$ cat config.mk
export PLATFORM = sky130hd
export DESIGN_NAME = nfwp_front
export DESIGN_NICKNAME = d
export VERILOG_FILES = /design/src/rtl/nfwp_pkg.sv /design/src/rtl/nfwp_front.sv
export SDC_FILE = /design/constraint.sdc
export NUM_CORES = 1
export LEC_CHECK = 0
export BUFFER_PORTS_ARGS = -buffer_cell sky130_fd_sc_hd__buf_2
export CORE_AREA = 2 2 108 110
export CTS_CLUSTER_DIAMETER = 200
export CTS_CLUSTER_SIZE = 40
export DETAILED_ROUTE_END_ITERATION = 8
export DIE_AREA = 0 0 110 112
export PLACE_DENSITY_LB_ADDON = 0.25
export SLEW_MARGIN = 20
export SYNTH_ARGS = -nofsm -noshare
export SYNTH_HDL_FRONTEND = slang
export SYNTH_SLANG_ARGS = --single-unit
$ cat constraint.sdc
create_clock -name clk_i -period 5.01 [get_ports clk_i]
set_input_delay 0.7515 -clock clk_i [delete_from_list [all_inputs] [get_ports clk_i]]
set_output_delay 0.7515 -clock clk_i [all_outputs]
set_load 0.005 [all_outputs]
$ cat src/rtl/nfwp_pkg.sv
// ----------------------------------------------------------------------------
// nfwp_pkg
// Shared types and constants of the next-fit wave planner.
// ----------------------------------------------------------------------------
`default_nettype none

package nfwp_pkg;

  // Configuration register indexes
  localparam logic [2:0] CFG_MAX_ITEMS   = 3'd0;
  localparam logic [2:0] CFG_BYTE_BUDGET = 3'd1;
  localparam logic [2:0] CFG_BYTES_SPEC  = 3'd2;
  localparam logic [2:0] CFG_OVERHEAD    = 3'd3;
  localparam logic [2:0] CFG_TRANSITIONS = 3'd4;
  localparam logic [2:0] CFG_BYTES_POINT = 3'd5;
  localparam logic [2:0] CFG_DEF_SPECTRA = 3'd6;

  localparam int unsigned CfgIdxW = 3;
  localparam int unsigned QDepth  = 2;

  typedef struct packed {
    logic        start_list;
    logic        skip_item;
    logic        count_present;
    logic [23:0] n_spectra;
  } in_item_t;

  typedef struct packed {
    logic [15:0] item_position;
    logic [15:0] wave_number;
    logic        opened_wave;
    logic [63:0] wave_bytes;
  } out_item_t;

  typedef struct packed {
    logic [15:0] max_items_per_wave;
    logic [63:0] byte_budget;
    logic [31:0] spectrum_bytes;
    logic [31:0] per_item_overhead;
    logic [15:0] transitions_per_item;
    logic [15:0] bytes_per_point;
    logic [23:0] default_spectra;
  } cfg_t;

  // Classified request handed from the front part to the back part.
  typedef struct packed {
    logic        start;
    logic        skip;
    logic [15:0] pos;
    logic [23:0] count;
  } qitem_t;

  typedef enum logic [2:0] {
    BK_IDLE,
    BK_MUL1,
    BK_MUL2,
    BK_SUM,
    BK_DECIDE
  } back_state_e;

endpackage

`default_nettype wire

$ cat src/rtl/nfwp_front.sv
// ----------------------------------------------------------------------------
// nfwp_front
// Accepts items, numbers them by list position and resolves the spectra count.
// ----------------------------------------------------------------------------
`default_nettype none

module nfwp_front #(
  parameter int unsigned MAX_ITEMS = 65536
) (
  input  wire logic              clk_i,
  input  wire logic              rst_ni,
  input  wire logic              push,
  output logic                   full,
  input  wire nfwp_pkg::in_item_t in_item_i,
  input  wire nfwp_pkg::cfg_t     cfg_i,
  output logic                   q_wr_o,
  output nfwp_pkg::qitem_t       q_data_o,
  input  wire logic              q_full_i
);

  localparam int unsigned PosW = $clog2(MAX_ITEMS);

  logic [PosW-1:0] pos_q, pos_d, pos_use;
  logic            accept;

  assign full   = q_full_i;
  assign accept = push & ~q_full_i;
  assign q_wr_o = accept;

  always_comb begin
    pos_use = in_item_i.start_list ? '0 : pos_q;
    pos_d   = pos_q;
    if (accept) begin
      pos_d = (pos_use == PosW'(MAX_ITEMS - 1)) ? '0 : pos_use + PosW'(1);
    end
    q_data_o.start = in_item_i.start_list;
    q_data_o.skip  = in_item_i.skip_item;
    q_data_o.pos   = 16'(pos_use);
    q_data_o.count = in_item_i.count_present ? in_item_i.n_spectra
                                             : cfg_i.default_spectra;
  end

  always_ff @(posedge clk_i or negedge rst_ni) begin
    if (!rst_ni) begin
      pos_q <= '0;
    end else begin
      pos_q <= pos_d;
    end
  end

endmodule

`default_nettype wire

-- Yosys cells after proc, flatten, opt, wreduce, memory -nomap -nowiden
Cells that the tools add are included.
- register bits after elaboration: 16
- input port bits: 231
- output and inout port bits: 44
- bitwise gates (word level): 2
- add/sub/neg operators: 1
- mux-type cells: 3
- equality and inequality tests: 1
- operators by type and width (cell ; number):
    $mux 16 ; 2
    $mux 24 ; 1
    $add 16x1->16 const B ; 1
    $eq 16x16->1 const B ; 1
    $and 1x1->1 ; 1
    $not 1->1 ; 1

-- Longest topological paths before layout
Gate-level depths: netlist of run 1.
- word-level depth: 3
- depth in mapped cells: 8

-- Worst setup path before layout of run 1
OpenSTA, ideal clock, no wires.
- path kind: input to register
- from: input port in_item_i[26] (netlist bit)
- to: register pos_q[13]
- library setup time: 0.139 ns
- path slack: 2.473 ns
- buffers on the path: 2
- data arrival time: 2.399 ns
- stages on the path: 8
- cells stage by stage: clkbuf_1 > clkbuf_1 > nor2b_1 > ha_1 > nand4_1 > or2_1 > o31ai_2 > o211ai_1
- RTL lines (what ; line ; text):
    start, declared ; nfwp_front.sv:14 ; input wire nfwp_pkg::in_item_t in_item_i,
    end signal, assigned ; nfwp_front.sv:47 ; pos_q <= pos_d;
    end, declared ; nfwp_front.sv:23 ; logic [PosW-1:0] pos_q, pos_d, pos_use;

-- Worst setup path in the final report of run 1
- from: input port in_item_i[26] (netlist bit)
- to: register pos_q[9]
- longest elaborated chain between the ends: 3
- elaborated cells between the ends (all ways): 4
- ends and longest elaborated chain (what ; line ; text):
    $mux 16 (*) ; nfwp_front.sv:31 ; pos_use = in_item_i.start_list ? '0 : pos_q;
    $add 16x1->16 / $eq 16x16->1 (equally long branches) ; nfwp_front.sv:34 ; pos_d = (pos_use == PosW'(MAX_ITEMS - 1)) ? '0 : pos_use + PosW'(1);
    $mux 16 (*) ; nfwp_front.sv:34 ;
Mark *: on every way between the ends. The rest lies on a longest branch, timed or not.
A chain may end at the register's enable or synchronous reset.

==> impl_metrics.csv, run 1 <==
group,metric,value,unit
critical_path,cp-start-kind,"primary input",
cells_and_area,top_regs,"pos_q (16)",
synthesis,async_reset_ff_share,100,%
clock_tree,cts.path.max_buffers,2,
global_routing,grt_max_degree,32,
synthesis,synth_edf_count,0,
timing,finalHoldViolations,0,
detailed_routing,avgRoutedWirePerCell,10.3,microns
synthesis,synth-seq-cells,16,
detailed_routing,drc,0,
timing,slew_viol_final,0,
detailed_routing,wirelength,4040,microns
global_routing,grt_pass1_vias,1401,
critical_path,crit_path_end_kind,"flop",
timing,fin_setup_tns,0,ps
critical_path,r2r-start,"pos_q[0]",
outcome,status,"finished clean",
timing,rsz0062_at_grt,"false",
synthesis,yosys-top-cells-area,"dfrtp_1, mux2_2, nor2b_1",
synthesis,synth_area_leader_cell,"dfrtp_1",
timing,min_period,2670,ps
clock_tree,holdBufCountCts,0,
die,initial_utilization,12.2,%
synthesis,synth_common_cells,"mux2_2, nand2_1, dfrtp_1, nor2b_1, o21ai_0",
timing,fmax,375,MHz
clock_tree,cts.sinks,16,
die,die_h,112,microns
place,place_area,0.00197,sq mm
clock_tree,cts_max_level,1,
power_and_ir_drop,power.share.switching,26.6,%
synthesis,synth.most_common_cell,"mux2_2",
synthesis,ys_types,33,
die,ios,275,
power_and_ir_drop,power.leakage,0.978,nW
cells_and_area,area_growth_syn_to_layout,50.4,%
timing,worstMarginPinSlew,578,ps
worst_hold_path,hp-class,"in -> async",
clock_tree,cts_resized,0,
synthesis,netlist_area,0.00137,sq mm
job,cap_viol_max_count,0,
critical_path,reg2regPathDepth,6,
cells_and_area,nNetsFinal,482,
critical_path,reg2reg_to,"pos_q[9]",
clock_tree,cts_tree,"built",
detailed_routing,first_pass_iters,4,
detailed_routing,ant_nets,0,
global_routing,grtUsageTotal,6.35,%
detailed_routing,drt_iter0_drc,62,
detailed_routing,dr_total_vias,1518,
clock_tree,clk_latency,250,ps
power_and_ir_drop,clkPwrFrac,40.6,%
power_and_ir_drop,p_switching,0.000115,W
power_and_ir_drop,intPower,0.000318,W
synthesis,synth.top_cell.area_share,29.3,%
cells_and_area,largest_reg_flops,16,
cells_and_area,diodes,0,
timing,slew_headroom,61.5,%
synthesis,synth.avg_cell_area,8.45,sq um
place,gp_congestion,0.730,
critical_path,cp.required,5120,ps
die,dieArea,0.0123,sq mm
synthesis,ys_seq_area_share,29.3,%
synthesis,synthCells,162,
global_routing,antenna_found_initial,0,
clock_tree,cts_root_buf,"clkbuf_16",
die,coreArea,0.0112,sq mm
synthesis,synth_nets,394,
critical_path,crit_path_max_fanout,31,
power_and_ir_drop,seqPwrFrac,36.1,%
cells_and_area,postLayoutCellArea,0.00206,sq mm
place,dp_hpwl,3130,microns
clock_tree,clk_pin_slew,50,ps
critical_path,crit_start,"in_item_i[26]",
clock_tree,cts_buffers,3,
die,row_count,39,
global_routing,grt_overflow_total,0,
critical_path,worstSetupPathType,"in -> reg",
timing,fin_crit_sh,53.2,%
synthesis,yosys_warnings,0,
clock_tree,postCtsSetupRepairBufs,0,
timing,final-setup-viol-count,0,
place,port_buffers,96,
timing,finalClockSkew,1.40,ps
power_and_ir_drop,comb_power_share,23.3,%
critical_path,crit_end,"pos_q[9]",
power_and_ir_drop,p_per_area,211,mW/mm^2
critical_path,critPathArrivalTime,2780,ps
cells_and_area,drive_gt1_share,51.0,%
detailed_routing,vias_per_cell,3.87,
global_routing,grt_first_pass_wirelength,6290,microns
synthesis,ys.flop_type,"dfrtp_1",
power_and_ir_drop,peakVddDrop,0.000112,V
critical_path,reg2reg_slack,2750,ps
die,die_w,110,microns
cells_and_area,regMostFlops,"pos_q",
[stage by stage]
stage | util (%) | cells | setup WS (ps) | hold slack [ps] | power, W
after detailed placement | 17.6 | 388 | 2030 | 524 | 0.000260
after global routing | 18.4 | 392 | 2100 | 465 | 0.000458
final | 18.4 | 392 | 2340 | 428 | 0.000433
after global placement | 17.6 | 388 | 2030 | 505 | 0.000259
after floorplan | - | 162 | 2470 | 456 | 0.000209
after CTS | 18.4 | 392 | 2020 | 438 | 0.000440
[power groups by stage]
stage                     Combinational [W]  Clock, W  Sequential [W]
after floorplan                   0.0000574         0        0.000152
after global placement             0.000101         0        0.000158
after detailed placement           0.000102         0        0.000158
after CTS                          0.000103  0.000182        0.000156
after global routing               0.000113  0.000187        0.000158
final                              0.000101  0.000176        0.000156
[cell families after synthesis]
kind of cell,after synthesis,synth area share [%]
and+or+nand+nor,72,28.7
muxes,30,24.1
AOI/OAI and AO/OA,25,11.2
buffers and inverters,18,5.85
DFF,16,29.3
adders and majority gates,1,0.914
[cell type report]
| type | instances | area, sq um |
|---|---|---|
| Sequential cell | 16 | 400 |
| Clock buffer | 4 | 88.8 |
| Multi-Input combinational cell | 128 | 891 |
| Fill cell | 1235 | 9120 |
| Timing Repair Buffer | 96 | 480 |
| Inverter | 5 | 18.8 |
| Tap cell | 143 | 179 |
[worst min path at each step]
| stage | end | startpoint | cells past startpoint | slack [ps] |
|---|---|---|---|---|
| after floorplan | pos_q[0] | rst_ni | 0 | 460 |
| after global placement | pos_q[1] | pos_q[1] | 2 | 510 |
| after detailed placement | pos_q[1] | pos_q[1] | 2 | 520 |
| after CTS | pos_q[7] | rst_ni | 1 | 440 |
| after global routing | pos_q[0] | rst_ni | 1 | 460 |
| final | pos_q[0] | rst_ni | 1 | 430 |
[routing by layer]
| layer | vias to the layer above | wire (microns) | global-route usage, % |
|---|---|---|---|
| met2 | 98 | 1860 | 11.2 |
| li1 | 750 | - | - |
| met3 | 5 | 425 | 1.05 |
| met5 | - | 0 | 0 |
| met1 | 665 | 1710 | 7.68 |
| met4 | 0 | 46 | 2.19 |
[worst max-delay path, stage by stage]
cell and delay [ps]:
buf_2 270, nor2b_1 260, ha_1 300, nand4_1 250
or2_1 340, o31ai_2 430, o21ai_0 170
[layout by cell type (no fill, tap or decap), types with 2 or more instances in the layout]
| cell type | n |
|---|---|
| o211ai_1 | 3 |
| nor2b_1 | 14 |
| and3_1 | 2 |
| a21oi_1 | 4 |
| nand4b_1 | 4 |
| dfrtp_1 | 16 |
| o31ai_1 | 2 |
| mux2_2 | 24 |
| buf_2 | 96 |
| and4b_1 | 2 |
| o21ai_0 | 12 |
| nand2_1 | 22 |
| nor4_1 | 3 |
| nand3_1 | 6 |
| nor3_1 | 4 |
| mux2i_1 | 6 |
| or4_1 | 2 |
| clkbuf_16 | 3 |
| inv_1 | 5 |
| nor2_1 | 7 |
No activity file was read; power rests on OpenSTA's default activity.
==> run 2: changes to the inputs <==
- CORE_AREA: 2 2 108 110 -> 2 2 106 108
- DIE_AREA: 0 0 110 112 -> 0 0 108 110
- clock period: 5.01 -> 2.7 ns (I/O delays scaled with it)
==> run 2 against run 1 <==
Combinational power is 92% higher. Utilization grew 0.66 points. Clock power up 28%. Clock-buffer cell count is the same. First-iteration DRC count is 16% lower. Highest routed layer unchanged.
==> impl_metrics.csv, run 2 (synthesized netlist as in run 1, its figures left out) <==
group,metric,value,unit
outcome,status,"finished clean",
critical_path,cp.required,2820,ps
timing,finalClockSkew,2.31,ps
detailed_routing,wirelength,4440,microns
power_and_ir_drop,peakVddDrop,0.000133,V
global_routing,grt_first_pass_wirelength,6900,microns
timing,fin_setup_tns,0,ps
clock_tree,postCtsSetupRepairBufs,0,
global_routing,grt_overflow_total,0,
cells_and_area,area_growth_syn_to_layout,49.1,%
timing,min_period,2270,ps
die,die_h,110,microns
global_routing,grt_max_degree,28,
timing,finalHoldViolations,0,
critical_path,cp-start-kind,"flop",
place,place_area,0.00199,sq mm
detailed_routing,dr_total_vias,1533,
global_routing,antenna_found_initial,0,
critical_path,critPathArrivalTime,2390,ps
cells_and_area,diodes,0,
timing,slew_headroom,65.1,%
cells_and_area,final_common_cell,"buf_2",
cells_and_area,layout_common_cells,"buf_2, mux2_2, nand2_1, dfrtp_1, nor2b_1",
die,initial_utilization,12.8,%
clock_tree,clk_pin_slew,70,ps
clock_tree,holdBufCountCts,0,
critical_path,max_stage_delay,470,ps
timing,slew_viol_final,0,
critical_path,worstSetupPathType,"reg -> reg",
clock_tree,cts.sinks,16,
detailed_routing,vias_per_cell,3.91,
cells_and_area,top_regs,"pos_q (16)",
critical_path,cp_top_family,"simple AND/OR/NAND/NOR gates",
critical_path,crit_start,"pos_q[0]",
timing,fmax,440,MHz
critical_path,crit_path_end_kind,"flop",
critical_path,crit_path_max_fanout,5,
clock_tree,cts_resized,0,
critical_path,r2r-start,"pos_q[0]",
timing,final-setup-viol-count,0,
worst_hold_path,hp-class,"in -> async",
cells_and_area,postLayoutCellArea,0.00204,sq mm
die,ios,275,
detailed_routing,drc,0,
clock_tree,cts_buffers,3,
die,coreArea,0.0107,sq mm
place,gp_congestion,0.748,
timing,whs,67.1,ps
clock_tree,cts.path.max_buffers,2,
timing,fin_crit_sh,84.2,%
place,port_buffers,96,
detailed_routing,avgRoutedWirePerCell,11.3,microns
detailed_routing,first_pass_iters,4,
timing,worstMarginPinSlew,521,ps
die,dieArea,0.0119,sq mm
job,cap_viol_max_count,0,
global_routing,grtUsageTotal,7.41,%
cells_and_area,nNetsFinal,485,
clock_tree,clk_latency,260,ps
critical_path,path_cells,"nor2b_1, ha_1, nand4_1, or2_1, o31ai_2, o21ai_0",
power_and_ir_drop,power.leakage,0.976,nW
global_routing,grt_pass1_vias,1380,
clock_tree,cts_root_buf,"clkbuf_8",
detailed_routing,ant_nets,0,
clock_tree,cts_tree,"built",
cells_and_area,regMostFlops,"pos_q",
clock_tree,cts_max_level,1,
cells_and_area,drive_gt1_share,51.2,%
die,row_count,38,
critical_path,path_buf_inv,0,
die,die_w,108,microns
power_and_ir_drop,p_per_area,348,mW/mm^2
timing,rsz0062_at_grt,"false",
cells_and_area,largest_reg_flops,16,
detailed_routing,drt_iter0_drc,52,
place,dp_hpwl,3540,microns
critical_path,cpMaxStageDelayCell,"o31ai_2",
-- run 2: area by class of cell --
class | count | area [sq um]
multi-input cells | 128 | 888
flip-flops and latches | 16 | 400
repair buffers | 99 | 503
fillers | 1222 | 8660
inverters | 5 | 18.8
clock buffers | 4 | 55.1
well taps | 140 | 175
-- run 2: layer usage --
layer  track usage (%)  up-vias  share of wire, %
li1                  -      752                 -
met1              9.22      673                43
met2              12.1      104                43
met3              2.35        4                13
met4              2.56        0              0.97
met5                 0        -                 0
-- run 2: path summary, 6_finish.rpt --
path,end,slack [ps],depth (start not counted)
worst min register to register,pos_q[1],520,2
worst max-delay path,pos_q[9],430,6
max in group asynchronous,pos_q[14],2350,1
worst min-delay path,pos_q[11],70,1
min in group clk_i,pos_q[1],520,2
worst max register to register,pos_q[9],430,6
-- run 2: stage by stage --
step	power [W]	utilization (%)	cells	worst slack [ps]
after global routing	0.000755	19.1	392	185
after detailed placement	0.000491	18.6	388	268
after floorplan	0.000388	-	162	509
after global placement	0.000490	18.6	388	313
after CTS	0.000719	19.1	392	396
final	0.000710	19.1	392	428
-- run 2: power breakdown --
| group | switching (W) | internal, W | leakage (nW) | total [W] |
|---|---|---|---|---|
| Sequential | 0.0000313 | 0.000259 | 0.213 | 0.000291 |
| Combinational | 0.0000863 | 0.000107 | 0.734 | 0.000194 |
| Clock | 0.0000960 | 0.000130 | 0.0288 | 0.000226 |
| Total | 0.000214 | 0.000496 | 0.976 | 0.000710 |
