**src/rtl/nfwp_pkg.sv**
```systemverilog
// ----------------------------------------------------------------------------
// nfwp_pkg
// Shared types and constants of the next-fit wave planner.
// ----------------------------------------------------------------------------
`default_nettype none

package nfwp_pkg;

  // Configuration register indexes
  localparam logic [2:0] CFG_MAX_ITEMS   = 3'd0;
  localparam logic [2:0] CFG_BYTE_BUDGET = 3'd1;
  localparam logic [2:0] CFG_BYTES_SPEC  = 3'd2;
  localparam logic [2:0] CFG_OVERHEAD    = 3'd3;
  localparam logic [2:0] CFG_TRANSITIONS = 3'd4;
  localparam logic [2:0] CFG_BYTES_POINT = 3'd5;
  localparam logic [2:0] CFG_DEF_SPECTRA = 3'd6;

  localparam int unsigned CfgIdxW = 3;
  localparam int unsigned QDepth  = 2;

  typedef struct packed {
    logic        start_list;
    logic        skip_item;
    logic        count_present;
    logic [23:0] n_spectra;
  } in_item_t;

  typedef struct packed {
    logic [15:0] item_position;
    logic [15:0] wave_number;
    logic        opened_wave;
    logic [63:0] wave_bytes;
  } out_item_t;

  typedef struct packed {
    logic [15:0] max_items_per_wave;
    logic [63:0] byte_budget;
    logic [31:0] spectrum_bytes;
    logic [31:0] per_item_overhead;
    logic [15:0] transitions_per_item;
    logic [15:0] bytes_per_point;
    logic [23:0] default_spectra;
  } cfg_t;

  // Classified request handed from the front part to the back part.
  typedef struct packed {
    logic        start;
    logic        skip;
    logic [15:0] pos;
    logic [23:0] count;
  } qitem_t;

  typedef enum logic [2:0] {
    BK_IDLE,
    BK_MUL1,
    BK_MUL2,
    BK_SUM,
    BK_DECIDE
  } back_state_e;

endpackage

`default_nettype wire

```
**src/rtl/nfwp_queue.sv**
```systemverilog
// ----------------------------------------------------------------------------
// nfwp_queue
// Two-entry queue that decouples the front and back parts of the planner.
// ----------------------------------------------------------------------------
`default_nettype none

module nfwp_queue (
  input  wire logic            clk_i,
  input  wire logic            rst_ni,
  input  wire logic            wr_en_i,
  input  wire nfwp_pkg::qitem_t wr_data_i,
  output logic                 full_o,
  input  wire logic            rd_en_i,
  output nfwp_pkg::qitem_t     rd_data_o,
  output logic                 empty_o
);

  nfwp_pkg::qitem_t mem_q [nfwp_pkg::QDepth];
  logic       wr_ptr_q, wr_ptr_d;
  logic       rd_ptr_q, rd_ptr_d;
  logic [1:0] cnt_q, cnt_d;
  logic       do_wr, do_rd;

  assign full_o    = (cnt_q == 2'(nfwp_pkg::QDepth));
  assign empty_o   = (cnt_q == 2'd0);
  assign do_wr     = wr_en_i & ~full_o;
  assign do_rd     = rd_en_i & ~empty_o;
  assign rd_data_o = mem_q[rd_ptr_q];

  always_comb begin
    wr_ptr_d = do_wr ? ~wr_ptr_q : wr_ptr_q;
    rd_ptr_d = do_rd ? ~rd_ptr_q : rd_ptr_q;
    cnt_d    = cnt_q;
    if (do_wr && !do_rd) begin
      cnt_d = cnt_q + 2'd1;
    end else if (do_rd && !do_wr) begin
      cnt_d = cnt_q - 2'd1;
    end
  end

  always_ff @(posedge clk_i or negedge rst_ni) begin
    if (!rst_ni) begin
      wr_ptr_q <= 1'b0;
      rd_ptr_q <= 1'b0;
      cnt_q    <= 2'd0;
    end else begin
      wr_ptr_q <= wr_ptr_d;
      rd_ptr_q <= rd_ptr_d;
      cnt_q    <= cnt_d;
    end
  end

  always_ff @(posedge clk_i) begin
    if (do_wr) begin
      mem_q[wr_ptr_q] <= wr_data_i;
    end
  end

endmodule

`default_nettype wire

```
**config.mk**
```make
export PLATFORM = sky130hd
export DESIGN_NAME = nfwp_queue
export DESIGN_NICKNAME = d
export VERILOG_FILES = /design/src/rtl/nfwp_pkg.sv /design/src/rtl/nfwp_queue.sv
export SDC_FILE = /design/constraint.sdc
export NUM_CORES = 1
export LEC_CHECK = 0
export BUFFER_PORTS_ARGS = -buffer_cell sky130_fd_sc_hd__buf_4
export CORE_UTILIZATION = 53
export DETAILED_ROUTE_END_ITERATION = 6
export HOLD_SLACK_MARGIN = 0.02
export PLACE_DENSITY_LB_ADDON = 0.08
export SYNTH_ARGS = -nofsm -noshare
export SYNTH_HDL_FRONTEND = slang
export SYNTH_SLANG_ARGS = --single-unit
```
**constraint.sdc**
```tcl
create_clock -name clk_i -period 8.9 [get_ports clk_i]
set_input_delay 1.335 -clock clk_i [delete_from_list [all_inputs] [get_ports clk_i]]
set_output_delay 1.335 -clock clk_i [all_outputs]
set_load 0.1 [all_outputs]
```
Yosys cells after proc, flatten, opt, wreduce, memory -nomap -nowiden
Memories as Yosys holds them, arrays and structs flattened. Cells that the tools add are included.

$add $sub $neg: 2. Multiply operators: 0. Divide/modulo/power cells: 0. Magnitude comparators: 0. Equal/unequal tests: 1. Shifts and indexed selects: 0. Muxes and demuxes: 4. Bitwise gates (word level): 6. Reduce and logical (&&, ||, !) cells: 6.

Operator list (count): $mux 2 (2); $not 1->1 (4); $add 2x1->2 const B (1); $and 1x1->1 (2); $eq 2x2->1 const B (1); $logic_and 1x1->1 (2); $logic_not 1->1 (2); $logic_not 2->1 (1); $mux 1 (2); $reduce_bool 2->1 (1); $sub 2x1->2 const B (1).

Flip-flop bits (word level): 4. Bits in latches: 0. Memory bits (writable): 84. Memory bits (read-only): 0. Output and inout bits: 44. Logic and storage cells: 23. Memories kept: 1.

Memories: mem_q (depth 2, width 42, read ports 1, clocked after memory_dff 0, wr ports 1, RTL line nfwp_queue.sv:18) `nfwp_pkg::qitem_t mem_q [nfwp_pkg::QDepth];`.

Longest topological paths before layout
Gate-level depths: netlist of the first run.

Depth after elaboration: 7. Depth in mapped cells: 7. Mapped depth without buffers: 7.

Worst setup path after synthesis of the first run
Ideal clock, no wire load.

Path kind: input-to-reg. Start point: input wr_en_i. End point: memory mem_q[0][0] in the netlist's numbering, enable pin. Library setup time: 441 ps. Data arrival time: 3191 ps. Path slack: 5267 ps. Stages on the path: 2. Path buffers: 0. Cells stage by stage: nand2_1 nor2_1.

Word-level cells in the longest chain between the ends: 3.

RTL lines: from (decl) (RTL line nfwp_queue.sv:10) `input wire logic wr_en_i,`; $and 1x1->1 (RTL line nfwp_queue.sv:26) `assign do_wr = wr_en_i & ~full_o;`; $mux 1 (RTL line nfwp_queue.sv:54) `if (do_wr) begin`; $mux 1 (not written as such) (RTL line nfwp_queue.sv:55) `mem_q[wr_ptr_q] <= wr_data_i;`; to (decl) (RTL line nfwp_queue.sv:18).

Every way passes these cells.

==> results.md, run 1 <==
* Gate Count Post-Synth at 150
* Sequential share of the synthesized area at 76.47%
* Setup CP Type: flop to output port
* Worst r2r src: cnt_q[0]
* Relative slew slack at 19.51%
* Routed Antenna Nets at 0
* Syn_nets at 197
* Post-synth top area share at 73.55%
* Critical Path Source: rd_ptr_q
* CP max stage cell: buf_4
* Synth Cell Area at 0.003430 mm2
* Cell with the most instances after synthesis: edfxtp_1
* # setup viols final at 0
* Async S/R FF share, synth at 4.545%
* Die span in y at 82.44 um
* DRC Markers at 0
* CP Max Fanout at 43
* Sink Count at 88
* Setup Buffers After CTS at 0
* Final period util at 36.88%
* Syn avg cell area at 22.86 um2
* Grt ovf at 0
* Fin area at 0.004328 mm2
* Routed length on met3 at 367 um
* Drt first-iter violations at 130
* Diode count at 0
* RePlAce Congestion at 0.6493
* Reg clk slew, reported paths at 80 ps
* Worst hold slack at 521.0 ps
* Worst skew pair latency at 330 ps
* Metal-1 WL at 1.892 mm
* Initial antenna violation count at 0
* Ranking of synthesized cells by area: edfxtp_1 (74%), mux2_4 (17%), dfrtp_1 (2.9%)
* RSZ-0062 raised after global routing: no
* Placed insts at 310
* Via-to-Cell Ratio at 5.006
* Met2 wire length at 2.667 mm
* Cells along the critical path: buf_4 > mux2_2 > buf_4
* Setup crit end kind: output port
* Root Driver: clkbuf_8
* Buffers added on ports at 89
* Hold/Removal Path Class: flop to flop
* Post-synth EDFFs at 84
* Fin. max-slew vios at 0
* First-pass GRT wire length at 7.479 mm
* Hold buffer count at CTS at 0
* Cell family with most CP delay: buffers and inverters
* Largest net degree at the start of global routing at 44
* Max Fclk at 304.6 MHz
* Die ar. at 0.006796 mm2
* Setup TNS Final at 0 ps
* Worst-Margin Slew at 1205 ps
* CP max stage delay at 600 ps
* Synth warn at 0
* Drt wl/cell at 15.52 um
* Top Metal Used: met4
* Worst path bufs/invs at 2
* # rows at 28
* CTS Buffer Depth at 2
* Max cap viols at 0
* Cts bufs inserted at 9
* Die width at 82.44 um
* Yosys top cell by area: edfxtp_1
* Area after DPL at 0.004118 mm2
* Top_reg_cell synth: edfxtp_1
* Arrival @ worst endpoint at 1950 ps
* Status: finished, final reports clean
* Final #Nets at 293
* Worst EP required at 7570 ps
* Vias in the first global route at 1,638
* Min cycle time layout at 3283 ps
* Synth cell types at 15
* I/O Pins at 90
* H-tree levels at 3
* Share of cells above drive strength 1 at 59.76%
* Count of final hold-check violations at 0
* Synth top cells by count: edfxtp_1 (84), mux2_4 (39), buf_12 (4), dfrtp_1 (4)
* DP Wirelength at 3.314 mm
* Area growth syn-to-layout at 26.19%
* TritonCTS clock tree: yes
* Startpoint types: flop
* Clock skew at 5.492 ps
* CORE AREA at 0.006096 mm2
* Most Frequent Cell on Critical Path: buf_4
* Overall global routing resource usage at 15.93%
* Yosys reg bits at 88
* Non-Filler Instances at 326
* Initial Utilization at 56.26%
* 1st-pass router iterations at 4
* Total routed wirelength at 5.058 mm
* CTS resizes at 0
* Vias at 1,632
* Hold_sp: cnt_q[1]
[cell type report]
cell class,count,area (um2)
clock buffer,9,123.9
tap,75,93.84
timing repair buffer,90,675.6
inverter,2,7.507
multi-input combinational,55,716.9
fill,392,1768
sequential,88,2624
clock inverter,7,86.33
[worst paths after layout]
path | depth (start not counted) | to | slack, ps
worst max register to register | 3 | mem_q[0][35] | 6780
max in group asynchronous | 1 | rd_ptr_q | 8000
worst min-delay path | 1 | cnt_q[1] | 520
worst max-delay path | 3 | rd_data_o[32] | 5620
worst min register to register | 1 | cnt_q[1] | 520
min in group asynchronous | 1 | cnt_q[1] | 780
[layer usage]
metal  GRT usage (%)  vias to the layer above
li1                -                      770
met1           17.88                      782
met2           26.45                       66
met3           5.385                       14
met4           9.298                        0
met5               0                        -
[cell families (layout without fill, tap and decap cells)]
logic type | count (synthesis) | count (layout) | synth area share (%)
buffers and inverters | 7 | 108 | 2.882
adder cells (fa/ha/maj) | 1 | 1 | 0.3648
flip-flops | 88 | 88 | 76.47
AND/OR/NAND/NOR | 6 | 6 | 0.8027
AO/OA/AOI/OAI | 1 | 1 | 0.1458
XOR/XNOR | 5 | 5 | 1.277
multiplexers | 42 | 42 | 18.06
[registers in the layout, indices dropped and copies added (netlist names)]
signal    count
rd_ptr_q      1
cnt_q         2
wr_ptr_q      1
mem_q        84
[layout by cell type, fill, tap and decap left out]
| cell type | instances |
|---|---|
| buf_4 | 90 |
| edfxtp_1 | 84 |
| mux2_4 | 39 |
| clkbuf_8 | 9 |
| mux2_2 | 3 |
| xnor2_1 | 3 |
| clkinv_2 | 3 |
| dfrtp_1 | 3 |
| inv_1 | 2 |
| nor2_1 | 2 |
| xor2_1 | 2 |
| bufinv_16 | 2 |
| nand2b_1 | 1 |
| nand2_1 | 1 |
| o21ai_1 | 1 |
| and3_2 | 1 |
| nor2_4 | 1 |
| ha_1 | 1 |
| clkinvlp_4 | 1 |
| clkinv_1 | 1 |
| dfrtp_2 | 1 |
[worst register-to-register path, cell delays in order (launching register included)]
cell and delay [ps]:
dfrtp_1 440, nand2b_1 180, nand2_1 150, nor2_4 920
[through the flow]
stage | utilization [%] | setup WS [ps]
floorplan | - | 5267
global placement | 67.55 | 5988
detailed placement | 67.55 | 5959
CTS | 71.00 | 5583
global route | 71.00 | 5545
finish | 71.00 | 5617
Power of run 1 is not shown: default switching activity piles up to over one toggle a cycle in this logic, so the estimate is an artifact.
==> run 2, diff against run 1 <==
- CORE_UTILIZATION: 53 -> 47
- clock period: 8.9 -> 3 ns (I/O delays scaled with it)
==> results.md, run 2 (same netlist as run 1, synthesis figures left out) <==
* Diode count at 0
* Relative slew slack at 55.96%
* Status: finished, final reports clean
* Arrival @ worst endpoint at 2000 ps
* CTS Buffer Depth at 2
* Global route hottest layer: met2
* Clock skew at 6.411 ps
* Worst hold slack at 290.9 ps
* Routed Antenna Nets at 0
* Share of cells above drive strength 1 at 59.61%
* Overall global routing resource usage at 15.60%
* Hold_sp: wr_data_i[10]
* Worst r2r src: cnt_q[0]
* Multi-input gate area at 716.9 um2
* DRC Markers at 0
* Cell family with most CP delay: flip-flops
* Most frequent cells in the layout: buf_4 (92), edfxtp_1 (84), mux2_4 (39)
* Total routed wirelength at 5.558 mm
* CP Max Fanout at 18
* Setup TNS Final at 0 ps
* Largest net degree at the start of global routing at 23
* Worst-Margin Slew at 659.0 ps
* GR Util met2 at 26.92%
* Cells along the critical path: buf_4 > mux2_4 > buf_4
* RePlAce Congestion at 0.7083
* Initial antenna violation count at 0
* Worst path bufs/invs at 2
* Hold/Removal Path Class: input pin to flop
* Final #Nets at 297
* CP max stage cell: dfrtp_2
* Met1 usage in global routing at 17.41%
* Setup CP Type: flop to output port
* Max Fclk at 407.6 MHz
* Most Frequent Cell on Critical Path: buf_4
* Min cycle time layout at 2453 ps
* Vias at 1,656
* Max cap viols at 0
* Number of fill cells at 520
* Startpoint types: flop
* GR Layer Usage met3 at 5.118%
* Grt ovf at 0
* Vias in the first global route at 1,725
* Biggest regs: mem_q x84, cnt_q x2
* Reg area at 0.002624 mm2
* CTS resizes at 0
* First-pass GRT wire length at 8.514 mm
* Count of final hold-check violations at 0
* Die width at 87.42 um
* Setup crit end kind: output port
* Largest Register: mem_q
* Via-to-Cell Ratio at 4.718
* Hold buffer count at CTS at 1
* Cts bufs inserted at 9
* Max reg flops at 84
* Drt wl/cell at 15.83 um
* RSZ-0062 raised after global routing: no
* # setup viols final at 0
* Worst skew pair latency at 340 ps
* Fin. max-slew vios at 0
* # rows at 30
* H-tree levels at 3
* Final period util at 81.78%
* Initial Utilization at 49.66%
* 1st-pass router iterations at 4
* Buffers added on ports at 89
* TritonCTS clock tree: yes
* Worst EP required at 2550 ps
* CORE AREA at 0.006907 mm2
* Drt first-iter violations at 68
* DP Wirelength at 3.846 mm
* CP max stage delay at 700 ps
* Area growth syn-to-layout at 27.65%
* Die span in y at 87.42 um
* Setup Buffers After CTS at 0
* Die ar. at 0.007642 mm2
* Sink Count at 88
* Critical Path Source: rd_ptr_q
* I/O Pins at 90
* Root Driver: clkbuf_8
* Reg clk slew, reported paths at 80 ps
* Most common cell after layout, fill and taps aside: buf_4
run 2: worst paths after layout:
path	end	slack, ps	cells past startpoint
setup / recovery	rd_data_o[16]	550	3
hold / removal	mem_q[1][10]	290	1
setup reg to reg	mem_q[1][31]	1120	3
hold reg to reg	cnt_q[1]	550	1
max in group asynchronous	rd_ptr_q	2440	2
min in group asynchronous	rd_ptr_q	440	2
run 2: through the flow:
stage	setup WS, ps	std cells	area (um2)	util, %
2_1_floorplan	142.0	150	3430	-
3_3_place_gp	910.1	334	4179	60.51
3_5_place_dp	888.2	334	4179	60.51
4_1_cts	513.4	351	4378	63.39
5_1_grt	435.8	351	4378	63.39
6_report	546.6	351	4378	63.39
run 2: cell type report:
cell class	instances	share of cell area [%]
clock buffer	11	3.001
clock inverter	5	1.315
inverter	2	0.1715
multi-input combinational	55	16.38
sequential	88	59.93
tap	96	2.744
timing repair buffer	94	16.46
run 2: layer usage:
layer | vias up | part of all wire (%)
li1 | 777 | -
met1 | 807 | 38
met2 | 61 | 53
met3 | 11 | 6.8
met5 | - | 0
met4 | 0 | 1.9
Power of run 2 is left out for the same reason.
==> run 3, diff against run 2 <==
- clock period: 3 -> 2 ns (I/O delays scaled with it)
==> results.md, run 3 (same netlist as run 1, synthesis figures left out) <==
* Status: finished, final reports clean
* Vias at 1,636
* Relative slew slack at 80.69%
* RSZ-0062 raised after global routing: no
* Setup CP Type: flop to output port
* Drt wl/cell at 14.27 um
* Reg-to-reg slack, setup at 450 ps
* TritonCTS clock tree: yes
* Diode count at 0
* Buffers added on ports at 89
* Largest Register: mem_q
* Root Driver: clkbuf_8
* Fin. max-slew vios at 0
* CP max stage delay at 400 ps
* Die span in y at 87.42 um
* Largest net degree at the start of global routing at 43
* Most common cell after layout, fill and taps aside: buf_4
* CP max stage cell: dfrtp_2
* Setup Buffers After CTS at 0
* Hold/Removal Path Class: input pin to flop
* CP Max Fanout at 19
* Initial Utilization at 49.66%
* Cells along the critical path: buf_6 > mux2_4 > buf_4
* Worst skew pair latency at 340 ps
* Die ar. at 0.007642 mm2
* Number of fill cells at 540
* Hold path endpoint: mem_q[1][35]
* Overall global routing resource usage at 14.52%
* Most frequent cells in the layout: buf_4 (90), edfxtp_1 (84), mux2_4 (39)
* Cell family with most CP delay: buffers and inverters
* Vias in the first global route at 1,683
* R2r worst-path depth at 7
* Max cap viols at 0
* Sink Count at 88
* CTS Buffer Depth at 2
* Grt ovf at 0
* Startpoint types: flop
* Max reg flops at 84
* Routed Antenna Nets at 0
* I/O Pins at 90
* Clock skew at 10.55 ps
* Cts bufs inserted at 9
* Initial antenna violation count at 0
* H-tree levels at 3
* DRC Markers at 0
* Setup crit end kind: output port
* Setup TNS Final at 0 ps
* # rows at 30
* Multi-input gate area at 716.9 um2
* Total routed wirelength at 5.022 mm
* Share of cells above drive strength 1 at 59.77%
* CORE AREA at 0.006907 mm2
* Hold_sp: wr_data_i[35]
* Reg clk slew, reported paths at 80 ps
* Drt first-iter violations at 49
* Worst EP required at 1700 ps
* Die width at 87.42 um
* Count of final hold-check violations at 0
* Final period util at 93.64%
* Critical Path Source: rd_ptr_q
* RePlAce Congestion at 0.6863
* Reg area at 0.002624 mm2
* 1st-pass router iterations at 4
* Via-to-Cell Ratio at 4.648
* RR Endpoint: cnt_q[1]
* Arrival @ worst endpoint at 1570 ps
* Worst path bufs/invs at 2
* Area growth syn-to-layout at 30.06%
* Final #Nets at 298
* Worst-Margin Slew at 292.0 ps
* # setup viols final at 0
* Area after DPL at 0.004212 mm2
* Min cycle time layout at 1873 ps
* Worst r2r src: cnt_q[0]
* Worst Hold Depth at 1
* Biggest regs: mem_q x84, cnt_q x2
* Fin area at 0.004461 mm2
* First-pass GRT wire length at 7.797 mm
* Max Fclk at 534.0 MHz
[run 3: area by class of cell]
cell class / instances / share of cell area (%)
Sequential cell: 88 / 58.82
Tap cell: 96 / 2.693
Inverter: 2 / 0.1683
Timing Repair Buffer: 95 / 16.97
Multi-Input combinational cell: 55 / 16.07
Clock buffer: 10 / 2.861
Clock inverter: 6 / 2.412
[run 3: worst reg2reg max path: cells and delay by family, from the launching register on]
family / cells / cell delay (ps)
xor gates and xnor gates: 2 / 290
adders and majority gates: 1 / 200
buffers and inverters: 1 / 70
DFF: 1 / 440
and+or+nand+nor: 3 / 490
[run 3: how the worst max path moves through the flow]
stage / to / depth (start not counted)
2_1_floorplan: empty_o / 1
3_3_place_gp: rd_data_o[41] / 3
3_5_place_dp: rd_data_o[41] / 3
4_1_cts: rd_data_o[41] / 3
5_1_grt: rd_data_o[8] / 3
6_report: rd_data_o[2] / 3
[run 3: what timing repair did]
action / 4_1_cts / 5_1_grt
gates resized for setup: 0 / 1
hold buffers: 1 / 0
endpoints found under the hold margin: 4 / 0
setup endpoints to repair: 0 / 19
[run 3: per-stage QoR]
stage | util (%) | worst slack (ps) | hold WS (ps) | std cells
6_report | 64.58 | 127.2 | 137.6 | 352
5_1_grt | 64.58 | 64.90 | 111.7 | 352
2_1_floorplan | - | 12.43 | 4.409 | 150
3_3_place_gp | 60.98 | 416.6 | 100.6 | 335
4_1_cts | 64.53 | 17.55 | 114.2 | 352
3_5_place_dp | 60.98 | 413.7 | 101.5 | 335
[run 3: routing by layer]
layer / track usage (%) / wire (um)
met4: 8.495 / 105
met2: 24.50 / 2648
met5: 0 / 0
met3: 5.498 / 407
met1: 15.55 / 1861
Power of run 3 is left out for the same reason.
